**src/rtl/core/hsfc_pkg.sv**
```systemverilog
package hsfc_pkg;

   localparam int unsigned WARMUP_SECONDS_DEF = 1200;

   localparam logic [7:0]  CRC_INIT     = 8'hFF;
   localparam logic [7:0]  CRC_POLY     = 8'h31;
   localparam logic [14:0] T_SCALE      = 15'd17500;
   localparam logic [13:0] H_SCALE      = 14'd10000;
   localparam logic [14:0] T_BASE       = 15'd4500;
   localparam logic [14:0] T_MAX        = 15'd7000;
   localparam logic [11:0] OFFSET_RESET = 12'hE70;
   localparam int unsigned RECIP_SHIFT  = 28;
   localparam int unsigned PIPE_DEPTH   = 4;

   typedef enum logic [1:0] {
      STATUS_OK    = 2'd0,
      STATUS_CRC   = 2'd1,
      STATUS_RANGE = 2'd2
   } status_type;

   typedef enum logic {
      REG_TEMP_OFFSET = 1'b0
   } reg_index_type;

   function automatic logic [7:0] crc8_byte(input logic [7:0] crc_in, input logic [7:0] data);
      logic [7:0] c;
      c = crc_in ^ data;
      for (int b = 0; b < 8; b++) begin
         c = c[7] ? ((c << 1) ^ CRC_POLY) : (c << 1);
      end
      return c;
   endfunction

endpackage

```
**src/rtl/core/hsfc_if.sv**
```systemverilog
interface hsfc_req_if;
   logic        valid;
   logic        ready;
   logic [15:0] raw_temperature;
   logic [7:0]  temperature_crc;
   logic [15:0] raw_humidity;
   logic [7:0]  humidity_crc;
   logic [31:0] uptime_seconds;
   logic        cold_power_on;

   modport source(output valid, raw_temperature, temperature_crc, raw_humidity,
                  humidity_crc, uptime_seconds, cold_power_on, input ready);
   modport sink(input valid, raw_temperature, temperature_crc, raw_humidity,
                humidity_crc, uptime_seconds, cold_power_on, output ready);
endinterface

interface hsfc_rsp_if;
   logic               valid;
   logic               ready;
   logic signed [14:0] temperature_centi;
   logic [13:0]        humidity_centi;
   logic [1:0]         status;

   modport source(output valid, temperature_centi, humidity_centi, status, input ready);
   modport sink(input valid, temperature_centi, humidity_centi, status, output ready);
endinterface

```
**src/rtl/core/humidity_sensor_frame_convert.sv**
```systemverilog
// channel   | direction | handshake              | payload
// req_bus   | in        | valid/ready            | raw words, crc bytes, uptime, cold flag
// rsp_bus   | out       | valid/ready            | temperature, humidity, status
// csr       | in        | apb write, always ready | self-heating offset at byte 0
//
// one transaction per cycle sustained while rsp_bus is ready
// each result passes the crc and scaling stages and the warm-up reciprocal multiply
// reset is synchronous; clears valid bits and loads offset -400
// a stall on rsp_bus holds the stages that are full, empty stages keep filling
module humidity_sensor_frame_convert
   import hsfc_pkg::*;
#(
   parameter int unsigned WARMUP_SECONDS = WARMUP_SECONDS_DEF
) (
   input  logic        clock,
   input  logic        reset,
   hsfc_req_if.sink    req_bus,
   hsfc_rsp_if.source  rsp_bus,
   input  logic        psel,
   input  logic        penable,
   input  logic        pwrite,
   input  logic [2:0]  paddr,
   input  logic [31:0] pwdata,
   output logic [31:0] prdata,
   output logic        pready
);

   logic signed [11:0] heat_offset;

   hsfc_csr u_csr (
      .clock       (clock),
      .reset       (reset),
      .psel        (psel),
      .penable     (penable),
      .pwrite      (pwrite),
      .paddr       (paddr),
      .pwdata      (pwdata),
      .prdata      (prdata),
      .pready      (pready),
      .heat_offset (heat_offset)
   );

   hsfc_pipe #(
      .WARMUP_SECONDS (WARMUP_SECONDS)
   ) u_pipe (
      .clock       (clock),
      .reset       (reset),
      .heat_offset (heat_offset),
      .req         (req_bus),
      .rsp         (rsp_bus)
   );

endmodule

```
**src/rtl/core/hsfc_csr.sv**
```systemverilog
module hsfc_csr
   import hsfc_pkg::*;
(
   input  logic               clock,
   input  logic               reset,
   input  logic               psel,
   input  logic               penable,
   input  logic               pwrite,
   input  logic [2:0]         paddr,
   input  logic [31:0]        pwdata,
   output logic [31:0]        prdata,
   output logic               pready,
   output logic signed [11:0] heat_offset
);

   logic [11:0]   offset_ff;
   logic [11:0]   offset_in;
   reg_index_type index;

   assign index  = reg_index_type'(paddr[2]);
   assign pready = 1'b1;

   always_comb begin
      offset_in = offset_ff;
      if (psel && penable && pwrite && index == REG_TEMP_OFFSET) begin
         offset_in = pwdata[11:0];
      end
   end

   always_ff @(posedge clock) begin
      if (reset) begin
         offset_ff <= OFFSET_RESET;
      end else begin
         offset_ff <= offset_in;
      end
   end

   always_comb begin
      case (index)
         REG_TEMP_OFFSET: prdata = {{20{offset_ff[11]}}, offset_ff};
         default:         prdata = 32'd0;
      endcase
   end

   assign heat_offset = $signed(offset_ff);

endmodule

```
**src/rtl/core/hsfc_pipe.sv**
```systemverilog
module hsfc_pipe
   import hsfc_pkg::*;
#(
   parameter int unsigned WARMUP_SECONDS = WARMUP_SECONDS_DEF
) (
   input  logic               clock,
   input  logic               reset,
   input  logic signed [11:0] heat_offset,
   hsfc_req_if.sink           req,
   hsfc_rsp_if.source         rsp
);

   localparam logic [15:0] WARM_LIMIT = 16'(WARMUP_SECONDS);
   localparam logic [28:0] RECIP      = 29'((64'd1 << RECIP_SHIFT) / WARMUP_SECONDS);

   logic en1, en2, en3, en4;

   // stage 1: first crc byte, scaling products, warm-up product
   logic        v1_ff;
   logic [7:0]  crc_t1_ff, crc_h1_ff, t_lo1_ff, h_lo1_ff, tc1_ff, hc1_ff;
   logic [30:0] prod_t1_ff;
   logic [29:0] prod_h1_ff;
   logic [27:0] p1_ff;
   logic        warm1_ff, neg1_ff;
   logic [11:0] off1_ff;
   logic [11:0] off_mag;

   // stage 2: second crc byte, base subtraction, reciprocal multiply
   logic               v2_ff;
   logic               crc_ok2_ff;
   logic signed [14:0] t2_ff;
   logic [13:0]        h2_ff;
   logic [10:0]        q0_2_ff;
   logic [27:0]        p2_ff;
   logic               warm2_ff, neg2_ff;
   logic [11:0]        off2_ff;
   logic [56:0]        recip_prod;

   // stage 3: range check, remainder
   logic               v3_ff;
   logic               crc_ok3_ff, range3_ff;
   logic signed [14:0] t3_ff;
   logic [13:0]        h3_ff;
   logic [10:0]        q0_3_ff;
   logic [16:0]        r3_ff;
   logic               warm3_ff, neg3_ff;
   logic [11:0]        off3_ff;
   logic [26:0]        qw;
   logic [27:0]        r_full;

   // stage 4: output register
   logic               v4_ff;
   logic signed [14:0] t4_ff;
   logic [13:0]        h4_ff;
   status_type         st4_ff;
   logic [11:0]        q;
   logic signed [14:0] eff;
   logic signed [14:0] t4_in;
   logic [13:0]        h4_in;
   status_type         st4_in;

   assign en4       = !v4_ff || rsp.ready;
   assign en3       = !v3_ff || en4;
   assign en2       = !v2_ff || en3;
   assign en1       = !v1_ff || en2;
   assign req.ready = en1;

   always_ff @(posedge clock) begin
      if (reset) begin
         v1_ff <= 1'b0;
         v2_ff <= 1'b0;
         v3_ff <= 1'b0;
         v4_ff <= 1'b0;
      end else begin
         if (en1) v1_ff <= req.valid;
         if (en2) v2_ff <= v1_ff;
         if (en3) v3_ff <= v2_ff;
         if (en4) v4_ff <= v3_ff;
      end
   end

   assign off_mag = heat_offset[11] ? (~heat_offset + 12'd1) : heat_offset;

   always_ff @(posedge clock) begin
      if (en1) begin
         crc_t1_ff  <= crc8_byte(CRC_INIT, req.raw_temperature[15:8]);
         crc_h1_ff  <= crc8_byte(CRC_INIT, req.raw_humidity[15:8]);
         t_lo1_ff   <= req.raw_temperature[7:0];
         h_lo1_ff   <= req.raw_humidity[7:0];
         tc1_ff     <= req.temperature_crc;
         hc1_ff     <= req.humidity_crc;
         prod_t1_ff <= 31'(req.raw_temperature) * 31'(T_SCALE);
         prod_h1_ff <= 30'(req.raw_humidity) * 30'(H_SCALE);
         p1_ff      <= 28'(off_mag) * 28'(req.uptime_seconds[15:0]);
         warm1_ff   <= req.cold_power_on && (req.uptime_seconds < 32'(WARM_LIMIT));
         neg1_ff    <= heat_offset[11];
         off1_ff    <= heat_offset;
      end
   end

   assign recip_prod = 57'(p1_ff) * 57'(RECIP);

   always_ff @(posedge clock) begin
      if (en2) begin
         crc_ok2_ff <= (crc8_byte(crc_t1_ff, t_lo1_ff) == tc1_ff) &&
                       (crc8_byte(crc_h1_ff, h_lo1_ff) == hc1_ff);
         t2_ff      <= $signed(prod_t1_ff[30:16] - T_BASE);
         h2_ff      <= prod_h1_ff[29:16];
         q0_2_ff    <= recip_prod[RECIP_SHIFT +: 11];
         p2_ff      <= p1_ff;
         warm2_ff   <= warm1_ff;
         neg2_ff    <= neg1_ff;
         off2_ff    <= off1_ff;
      end
   end

   assign qw     = 27'(q0_2_ff) * 27'(WARM_LIMIT);
   assign r_full = p2_ff - 28'(qw);

   always_ff @(posedge clock) begin
      if (en3) begin
         crc_ok3_ff <= crc_ok2_ff;
         range3_ff  <= t2_ff[14] || (t2_ff > $signed(T_MAX));
         t3_ff      <= t2_ff;
         h3_ff      <= h2_ff;
         q0_3_ff    <= q0_2_ff;
         r3_ff      <= r_full[16:0];
         warm3_ff   <= warm2_ff;
         neg3_ff    <= neg2_ff;
         off3_ff    <= off2_ff;
      end
   end

   always_comb begin
      q = 12'(q0_3_ff) + ((r3_ff >= 17'(WARM_LIMIT)) ? 12'd1 : 12'd0);
      if (warm3_ff) begin
         eff = neg3_ff ? -$signed(15'(q)) : $signed(15'(q));
      end else begin
         eff = $signed({{3{off3_ff[11]}}, off3_ff});
      end
      if (!crc_ok3_ff) begin
         t4_in  = '0;
         h4_in  = '0;
         st4_in = STATUS_CRC;
      end else if (range3_ff) begin
         t4_in  = t3_ff;
         h4_in  = h3_ff;
         st4_in = STATUS_RANGE;
      end else begin
         t4_in  = t3_ff + eff;
         h4_in  = h3_ff;
         st4_in = STATUS_OK;
      end
   end

   always_ff @(posedge clock) begin
      if (en4) begin
         t4_ff  <= t4_in;
         h4_ff  <= h4_in;
         st4_ff <= st4_in;
      end
   end

   assign rsp.valid             = v4_ff;
   assign rsp.temperature_centi = t4_ff;
   assign rsp.humidity_centi    = h4_ff;
   assign rsp.status            = st4_ff;

endmodule

```
**src/flat_wrapper.sv**
```systemverilog
// flat-port wrapper written by rule: the top's interface ports become plain ports
module humidity_sensor_frame_convert_flat import hsfc_pkg::*;
#(
   parameter int unsigned WARMUP_SECONDS = WARMUP_SECONDS_DEF
)
  (clock, reset, psel, penable, pwrite, paddr, pwdata, prdata, pready, req_bus_valid, req_bus_raw_temperature, req_bus_temperature_crc, req_bus_raw_humidity, req_bus_humidity_crc, req_bus_uptime_seconds, req_bus_cold_power_on, req_bus_ready, rsp_bus_valid, rsp_bus_temperature_centi, rsp_bus_humidity_centi, rsp_bus_status, rsp_bus_ready);
  hsfc_req_if req_bus_i ();
  hsfc_rsp_if rsp_bus_i ();
  input  logic clock;
  input  logic reset;
  input  logic psel;
  input  logic penable;
  input  logic pwrite;
  input  logic [2:0] paddr;
  input  logic [31:0] pwdata;
  output logic [31:0] prdata;
  output logic pready;
  input wire logic [$bits(req_bus_i.valid)-1:0] req_bus_valid;
  input wire logic [$bits(req_bus_i.raw_temperature)-1:0] req_bus_raw_temperature;
  input wire logic [$bits(req_bus_i.temperature_crc)-1:0] req_bus_temperature_crc;
  input wire logic [$bits(req_bus_i.raw_humidity)-1:0] req_bus_raw_humidity;
  input wire logic [$bits(req_bus_i.humidity_crc)-1:0] req_bus_humidity_crc;
  input wire logic [$bits(req_bus_i.uptime_seconds)-1:0] req_bus_uptime_seconds;
  input wire logic [$bits(req_bus_i.cold_power_on)-1:0] req_bus_cold_power_on;
  output wire logic [$bits(req_bus_i.ready)-1:0] req_bus_ready;
  output wire logic [$bits(rsp_bus_i.valid)-1:0] rsp_bus_valid;
  output wire logic [$bits(rsp_bus_i.temperature_centi)-1:0] rsp_bus_temperature_centi;
  output wire logic [$bits(rsp_bus_i.humidity_centi)-1:0] rsp_bus_humidity_centi;
  output wire logic [$bits(rsp_bus_i.status)-1:0] rsp_bus_status;
  input wire logic [$bits(rsp_bus_i.ready)-1:0] rsp_bus_ready;
  assign req_bus_i.valid = req_bus_valid;
  assign req_bus_i.raw_temperature = req_bus_raw_temperature;
  assign req_bus_i.temperature_crc = req_bus_temperature_crc;
  assign req_bus_i.raw_humidity = req_bus_raw_humidity;
  assign req_bus_i.humidity_crc = req_bus_humidity_crc;
  assign req_bus_i.uptime_seconds = req_bus_uptime_seconds;
  assign req_bus_i.cold_power_on = req_bus_cold_power_on;
  assign req_bus_ready = req_bus_i.ready;
  assign rsp_bus_valid = rsp_bus_i.valid;
  assign rsp_bus_temperature_centi = rsp_bus_i.temperature_centi;
  assign rsp_bus_humidity_centi = rsp_bus_i.humidity_centi;
  assign rsp_bus_status = rsp_bus_i.status;
  assign rsp_bus_i.ready = rsp_bus_ready;
  humidity_sensor_frame_convert #(.WARMUP_SECONDS(WARMUP_SECONDS)) u_core (.clock(clock), .reset(reset), .req_bus(req_bus_i), .rsp_bus(rsp_bus_i), .psel(psel), .penable(penable), .pwrite(pwrite), .paddr(paddr), .pwdata(pwdata), .prdata(prdata), .pready(pready));
endmodule
```
**config.mk**
```make
export PLATFORM = sky130hd
export DESIGN_NAME = humidity_sensor_frame_convert_flat
export DESIGN_NICKNAME = d
export VERILOG_FILES = /design/src/rtl/core/hsfc_pkg.sv /design/src/rtl/core/hsfc_if.sv /design/src/rtl/core/humidity_sensor_frame_convert.sv /design/src/rtl/core/hsfc_csr.sv /design/src/rtl/core/hsfc_pipe.sv /design/src/flat_wrapper.sv
export SDC_FILE = /design/constraint.sdc
export NUM_CORES = 2
export LEC_CHECK = 0
export BUFFER_PORTS_ARGS = -buffer_cell sky130_fd_sc_hd__buf_2
export CAP_MARGIN = 20
export CORE_MARGIN = 8
export CORE_UTILIZATION = 55
export CTS_CLUSTER_DIAMETER = 60
export DETAILED_ROUTE_END_ITERATION = 10
export PLACE_DENSITY = 0.73
export SYNTH_ARGS = -nofsm -noshare
export SYNTH_HDL_FRONTEND = slang
export SYNTH_SLANG_ARGS = --single-unit
```
**constraint.sdc**
```tcl
create_clock -name clock -period 9.6 [get_ports clock]
set_input_delay 0.48 -clock clock [delete_from_list [all_inputs] [get_ports clock]]
set_output_delay 0.48 -clock clock [all_outputs]
set_load 0.005 [all_outputs]
```
# Yosys cells after proc, flatten, opt, wreduce, memory -nomap -nowiden
# Index checks and enable logic that the tools add are counted.
# word_totals
in_bits	123
output_inout_bits	66
elab_cells	146
ff_bits	337
# op_classes
n_eq_ne	2
reduce_logical	14
bitwise_logic	38
multipliers	5
magnitude_cmp	3
mux	39
n_addsub	6
# op_table
op	count
two-way mux 6 bit	32
NOT 3 bit	32
two-way mux 15 bit	3
multiplier 28 x 14 -> 35 bit, second input constant	1
less-than comparator 32 x 11 -> 1 bit, second input constant	1
two-way mux 32 bit	1
multiplier 16 x 13 -> 29 bit, second input constant	1
multiplier 12 x 16 -> 28 bit	1
multiplier 16 x 10 -> 26 bit, second input constant	1
>= comparator 17 x 11 -> 1 bit, second input constant	1
subtractor 17 bit	1
== test 8 bit	2
NOT 8 bit	2
XOR 8 bit	2
adder 15 bit	1
greater-than comparator 15 x 14 -> 1 bit, second input constant	1
negation 12 -> 15 bit	1
subtractor 15 x 13 -> 15 bit, second input constant	1
multiplier 11 x 7 -> 13 bit, second input constant	1
adder 11 x 12 -> 12 bit	1
adder 12 x 1 -> 12 bit, second input constant	1
two-way mux 12 bit	1
NOT 12 bit	1
logical AND 1 bit	5
5 further kinds	12

# Depth between registers and ports, before layout
# depth
ltp_word	19
depth_mapped	27

# Modules after synthesis
# A second synthesis with hierarchy kept.
# unflattened
hier_cells	2803
hier_area_um2	31111.1
# by_module_without_submodules
mod	seq_area_each_um2	area_per_inst_um2	cells_per_inst	instances
hsfc_pipe	8608.3	30336.6	2715	1
hsfc_csr	240.2	774.5	88	1

# Least setup slack after synthesis
# No wires, ideal clock.
# synth_timing
kind	register to register
start	register u_core.u_csr.offset_ff[0], in the netlist u_core.u_csr.heat_offset[0]
end	register u_core.u_pipe.p1_ff[27], data pin
path_slack_ns	2.746
t_arrival_ns	6.719
period_less_slack_ns	6.854
path_buffers	2
stages_incl_launch_ff	28
setup_time_ns	0.135
path_cell_list	dfxtp_1 clkbuf_1 inv_1 ha_1 nand2_1 or4_1 o21ai_0 xnor2_1 clkbuf_1 nand2_1 fa_1 inv_1 fa_1 fa_1 fa_1 inv_1 fa_1 inv_1 ha_1 a21o_1 a21o_1 a21oi_1 o21ai_2 a31oi_4 o22ai_2 or3b_1 a2111o_1 nand3_1
# synth_between
elab_chain_cells	4
# synth_lines
item	line_no	rtl
start: declaration	hsfc_csr.sv:16	logic [11:0] offset_ff;
start signal: assignment	hsfc_csr.sv:34	offset_ff <= offset_in;
NOT 12 bit	hsfc_pipe.sv:82	assign off_mag = heat_offset[11] ? (~heat_offset + 12'd1) : heat_offset;
adder 12 x 1 -> 12 bit	hsfc_pipe.sv:82	
two-way mux 12 bit (*)	hsfc_pipe.sv:82	
multiplier 12 x 16 -> 28 bit (*)	hsfc_pipe.sv:94	p1_ff <= 28'(off_mag) * 28'(req.uptime_seconds[15:0]);
end signal: assignment	hsfc_pipe.sv:94	
end: declaration	hsfc_pipe.sv:23	logic [27:0] p1_ff;
# Mark *: on every way between the ends. The rest lies on a longest branch, timed or not.
# A chain may end at the register's enable or synchronous reset.

# Final worst setup path
# layout_timing
start	register u_core.u_csr.offset_ff[0], in the netlist u_core.u_csr.heat_offset[0]
end	register u_core.u_pipe.p1_ff[26], data pin
# Same word-level chain as after synthesis.

==> metrics <==
outcome=complete, no violations; hold slack=0.108 ns; Sink Count=300; DR vias/cell=between 5 and 6; CP Data Arrival Time=slightly below 8 ns; clk buf depth=3; Initial Utilization=55.3%; Core ar.=roughly 56000 um^2; Worst Path Class, Setup=reg2reg; ys async rst share=0%; Cells after Synth=approximately 2800; drt total wl=59900 um; max cap viols=0; Final Hold Viols=0; M1 GR Usage=approximately 24%; initial antenna violation count=0; I/O Pins=around 190; fin crit share=just under 80%; clock slew at reported path FFs=roughly 0.060 ns; Seq/Total Area, Yosys=28.5%; Worst R2R Setup Slack=approximately 2.1 ns; synth warn=0; Residual DRC=0; critical path peak fanout=21; Synth Register Bits=300; RSZ-0062 raised after global routing=no; cell area after synthesis=a little over 30000 um^2; root buf cell=clkbuf_16; ys flop type=edfxtp_1; share of layout cells above drive strength 1=between 8 and 9%; Setup Fix Bufs, Post-CTS=0; WL/cell=roughly 16 um; setup TNS=0 ns; CP Data Required Time=roughly 9.9 ns; most frequent cells in the layout=inv_1 (620), ha_1 (429), fa_1 (391), edfxtp_1 (284), nand2_1 (203); Rows=a little under 90; Slew Limit Fails=0; WP buf/inv=6; DP Wirelength=just under 50000 um; clock skew=around 0.020 ns; vias=~20000; measured slew at the worst slew-check pin=just under 1 ns; grt met3 use=under 10%; highest-delay cell along the critical path=dfxtp_1; number of global-route vias before repair=roughly 22000; H-tree depth=2; Distinct cells, synth=between 70 and 80; CTS tree=done; Die Y=254 um; Finish-stage setup viols=0; area leader, netlist=edfxtp_1; Total GRT Usage=between 10% and 20%; port bufs=roughly 170; Max transition margin=approximately 34%; Post-synth EDFFs=around 280; TritonCTS Buffers=36; die area=roughly 64000 um^2; Crit path largest cell delay=approximately 0.96 ns; hold buffers post-CTS=0; Clk Latency, worst-skew pair=around 0.55 ns; Top delay family on crit path=adder cells; first drt pass iteration count=5; Ant. Diodes=0; syn avg cell area=roughly 11 um^2; RD Place Congestion=about 0.89; first-pass GRT wire length=approximately 100000 um; CP startpoint kind=flip-flop; Crit. End Element=flip-flop; post-layout min period=approximately 7.5 ns; top cells by area, synth=edfxtp_1 (27%), fa_1 (25%), ha_1 (17%); Synth Net Count=approximately 3800; Min-Delay Path Class=in2reg; Yosys top cell area share=a little over a quarter; Die W=roughly 250 um; Area growth syn-to-layout=8.77%; largest net degree at the start of global routing=69; final antenna-violating net count=0; Max Freq=around 130 MHz; most common cell after layout, fill and taps aside=inv_1; Gates resized, CTS repair=0; met2 Use GR=about a third; remaining global-route overflow=0; grt peak-use layer=met2; fin nets=about 4000; Initial DRC Count=933
metrics by stage:
stage	std cells	setup slack, ns	area (um^2)	util (%)
after floorplan	2842	2.75	31100	-
after global placement	3712	2.35	32700	58.1
after global routing	3776	1.77	33800	60.2
after detailed placement	3712	2.17	32700	58.1
after CTS	3776	2.14	33800	60.2
final	3776	2.12	33800	60.2
synth_stat cells, drive strengths merged (34+ instances only):
| master | number |
|---|---|
| nand2 | 205 |
| a21oi | 88 |
| inv | 621 |
| nor2 | 91 |
| xnor2 | 139 |
| xor2 | 62 |
| nor3 | 34 |
| fa | 391 |
| o21ai | 42 |
| edfxtp | 284 |
| clkbuf | 44 |
| and2 | 90 |
| ha | 429 |
routing by layer:
layer | vias to the layer above | routed length (um)
met3 | 107 | 2780
met5 | - | 0
li1 | 9475 | -
met1 | 9799 | 26000
met4 | 0 | 1340
met2 | 438 | 29800
final cells by class:
cell class | count | area, um^2
Fill cell | 4593 | 22400
Clock buffer | 42 | 933
Multi-Input combinational cell | 1855 | 19600
Sequential cell | 300 | 8850
Inverter | 621 | 2330
Timing Repair Buffer | 180 | 938
Tap cell | 756 | 946
Clock inverter | 22 | 219
path summary, 6_finish.rpt:
kind,cells past startpoint,start,endpoint
max,26,u_core.u_csr.heat_offset[0]$_SDFFE_PP0P_,u_core.u_pipe.p1_ff[26]$_DFFE_PP_
min,1,req_bus_humidity_crc[4],u_core.u_pipe.hc1_ff[4]$_DFFE_PP_
max reg2reg,26,u_core.u_csr.heat_offset[0]$_SDFFE_PP0P_,u_core.u_pipe.p1_ff[26]$_DFFE_PP_
min reg2reg,0,u_core.u_pipe.off1_ff[4]$_DFFE_PP_,u_core.u_pipe.off2_ff[4]$_DFFE_PP_
flip-flops by register name (all words and copies together), names as in the netlist, 11 cells and up:
register / count
u_core.u_pipe.p1_ff: 28
u_core.u_pipe.prod_t1_ff: 15
u_core.u_pipe.rsp.temperature_centi: 15
u_core.u_pipe.t2_ff: 15
u_core.u_pipe.t3_ff: 15
u_core.u_pipe.h2_ff: 14
u_core.u_pipe.h3_ff: 14
u_core.u_pipe.prod_h1_ff: 14
u_core.u_pipe.rsp.humidity_centi: 14
u_core.u_pipe.p2_ff: 13
u_core.u_pipe.r3_ff: 13
u_core.u_csr.heat_offset: 12
u_core.u_pipe.off1_ff: 11
u_core.u_pipe.off2_ff: 11
u_core.u_pipe.off3_ff: 11
u_core.u_pipe.q0_2_ff: 11
u_core.u_pipe.q0_3_ff: 11
logic make-up (layout without fill, tap and decap cells):
group	after synthesis	after routing	share of synthesized area [%]
AOI/OAI and AO/OA	246	246	5.19
xor gates and xnor gates	201	201	5.66
adders and majority gates	820	820	42.5
buffers and inverters	687	865	8.55
DFF	300	300	28.5
muxes	19	19	0.652
other	1	1	0.0121
and+or+nand+nor	568	568	8.99
Power is not shown: default switching activity piles up to over one toggle a cycle in this logic, so the estimate is an artifact.
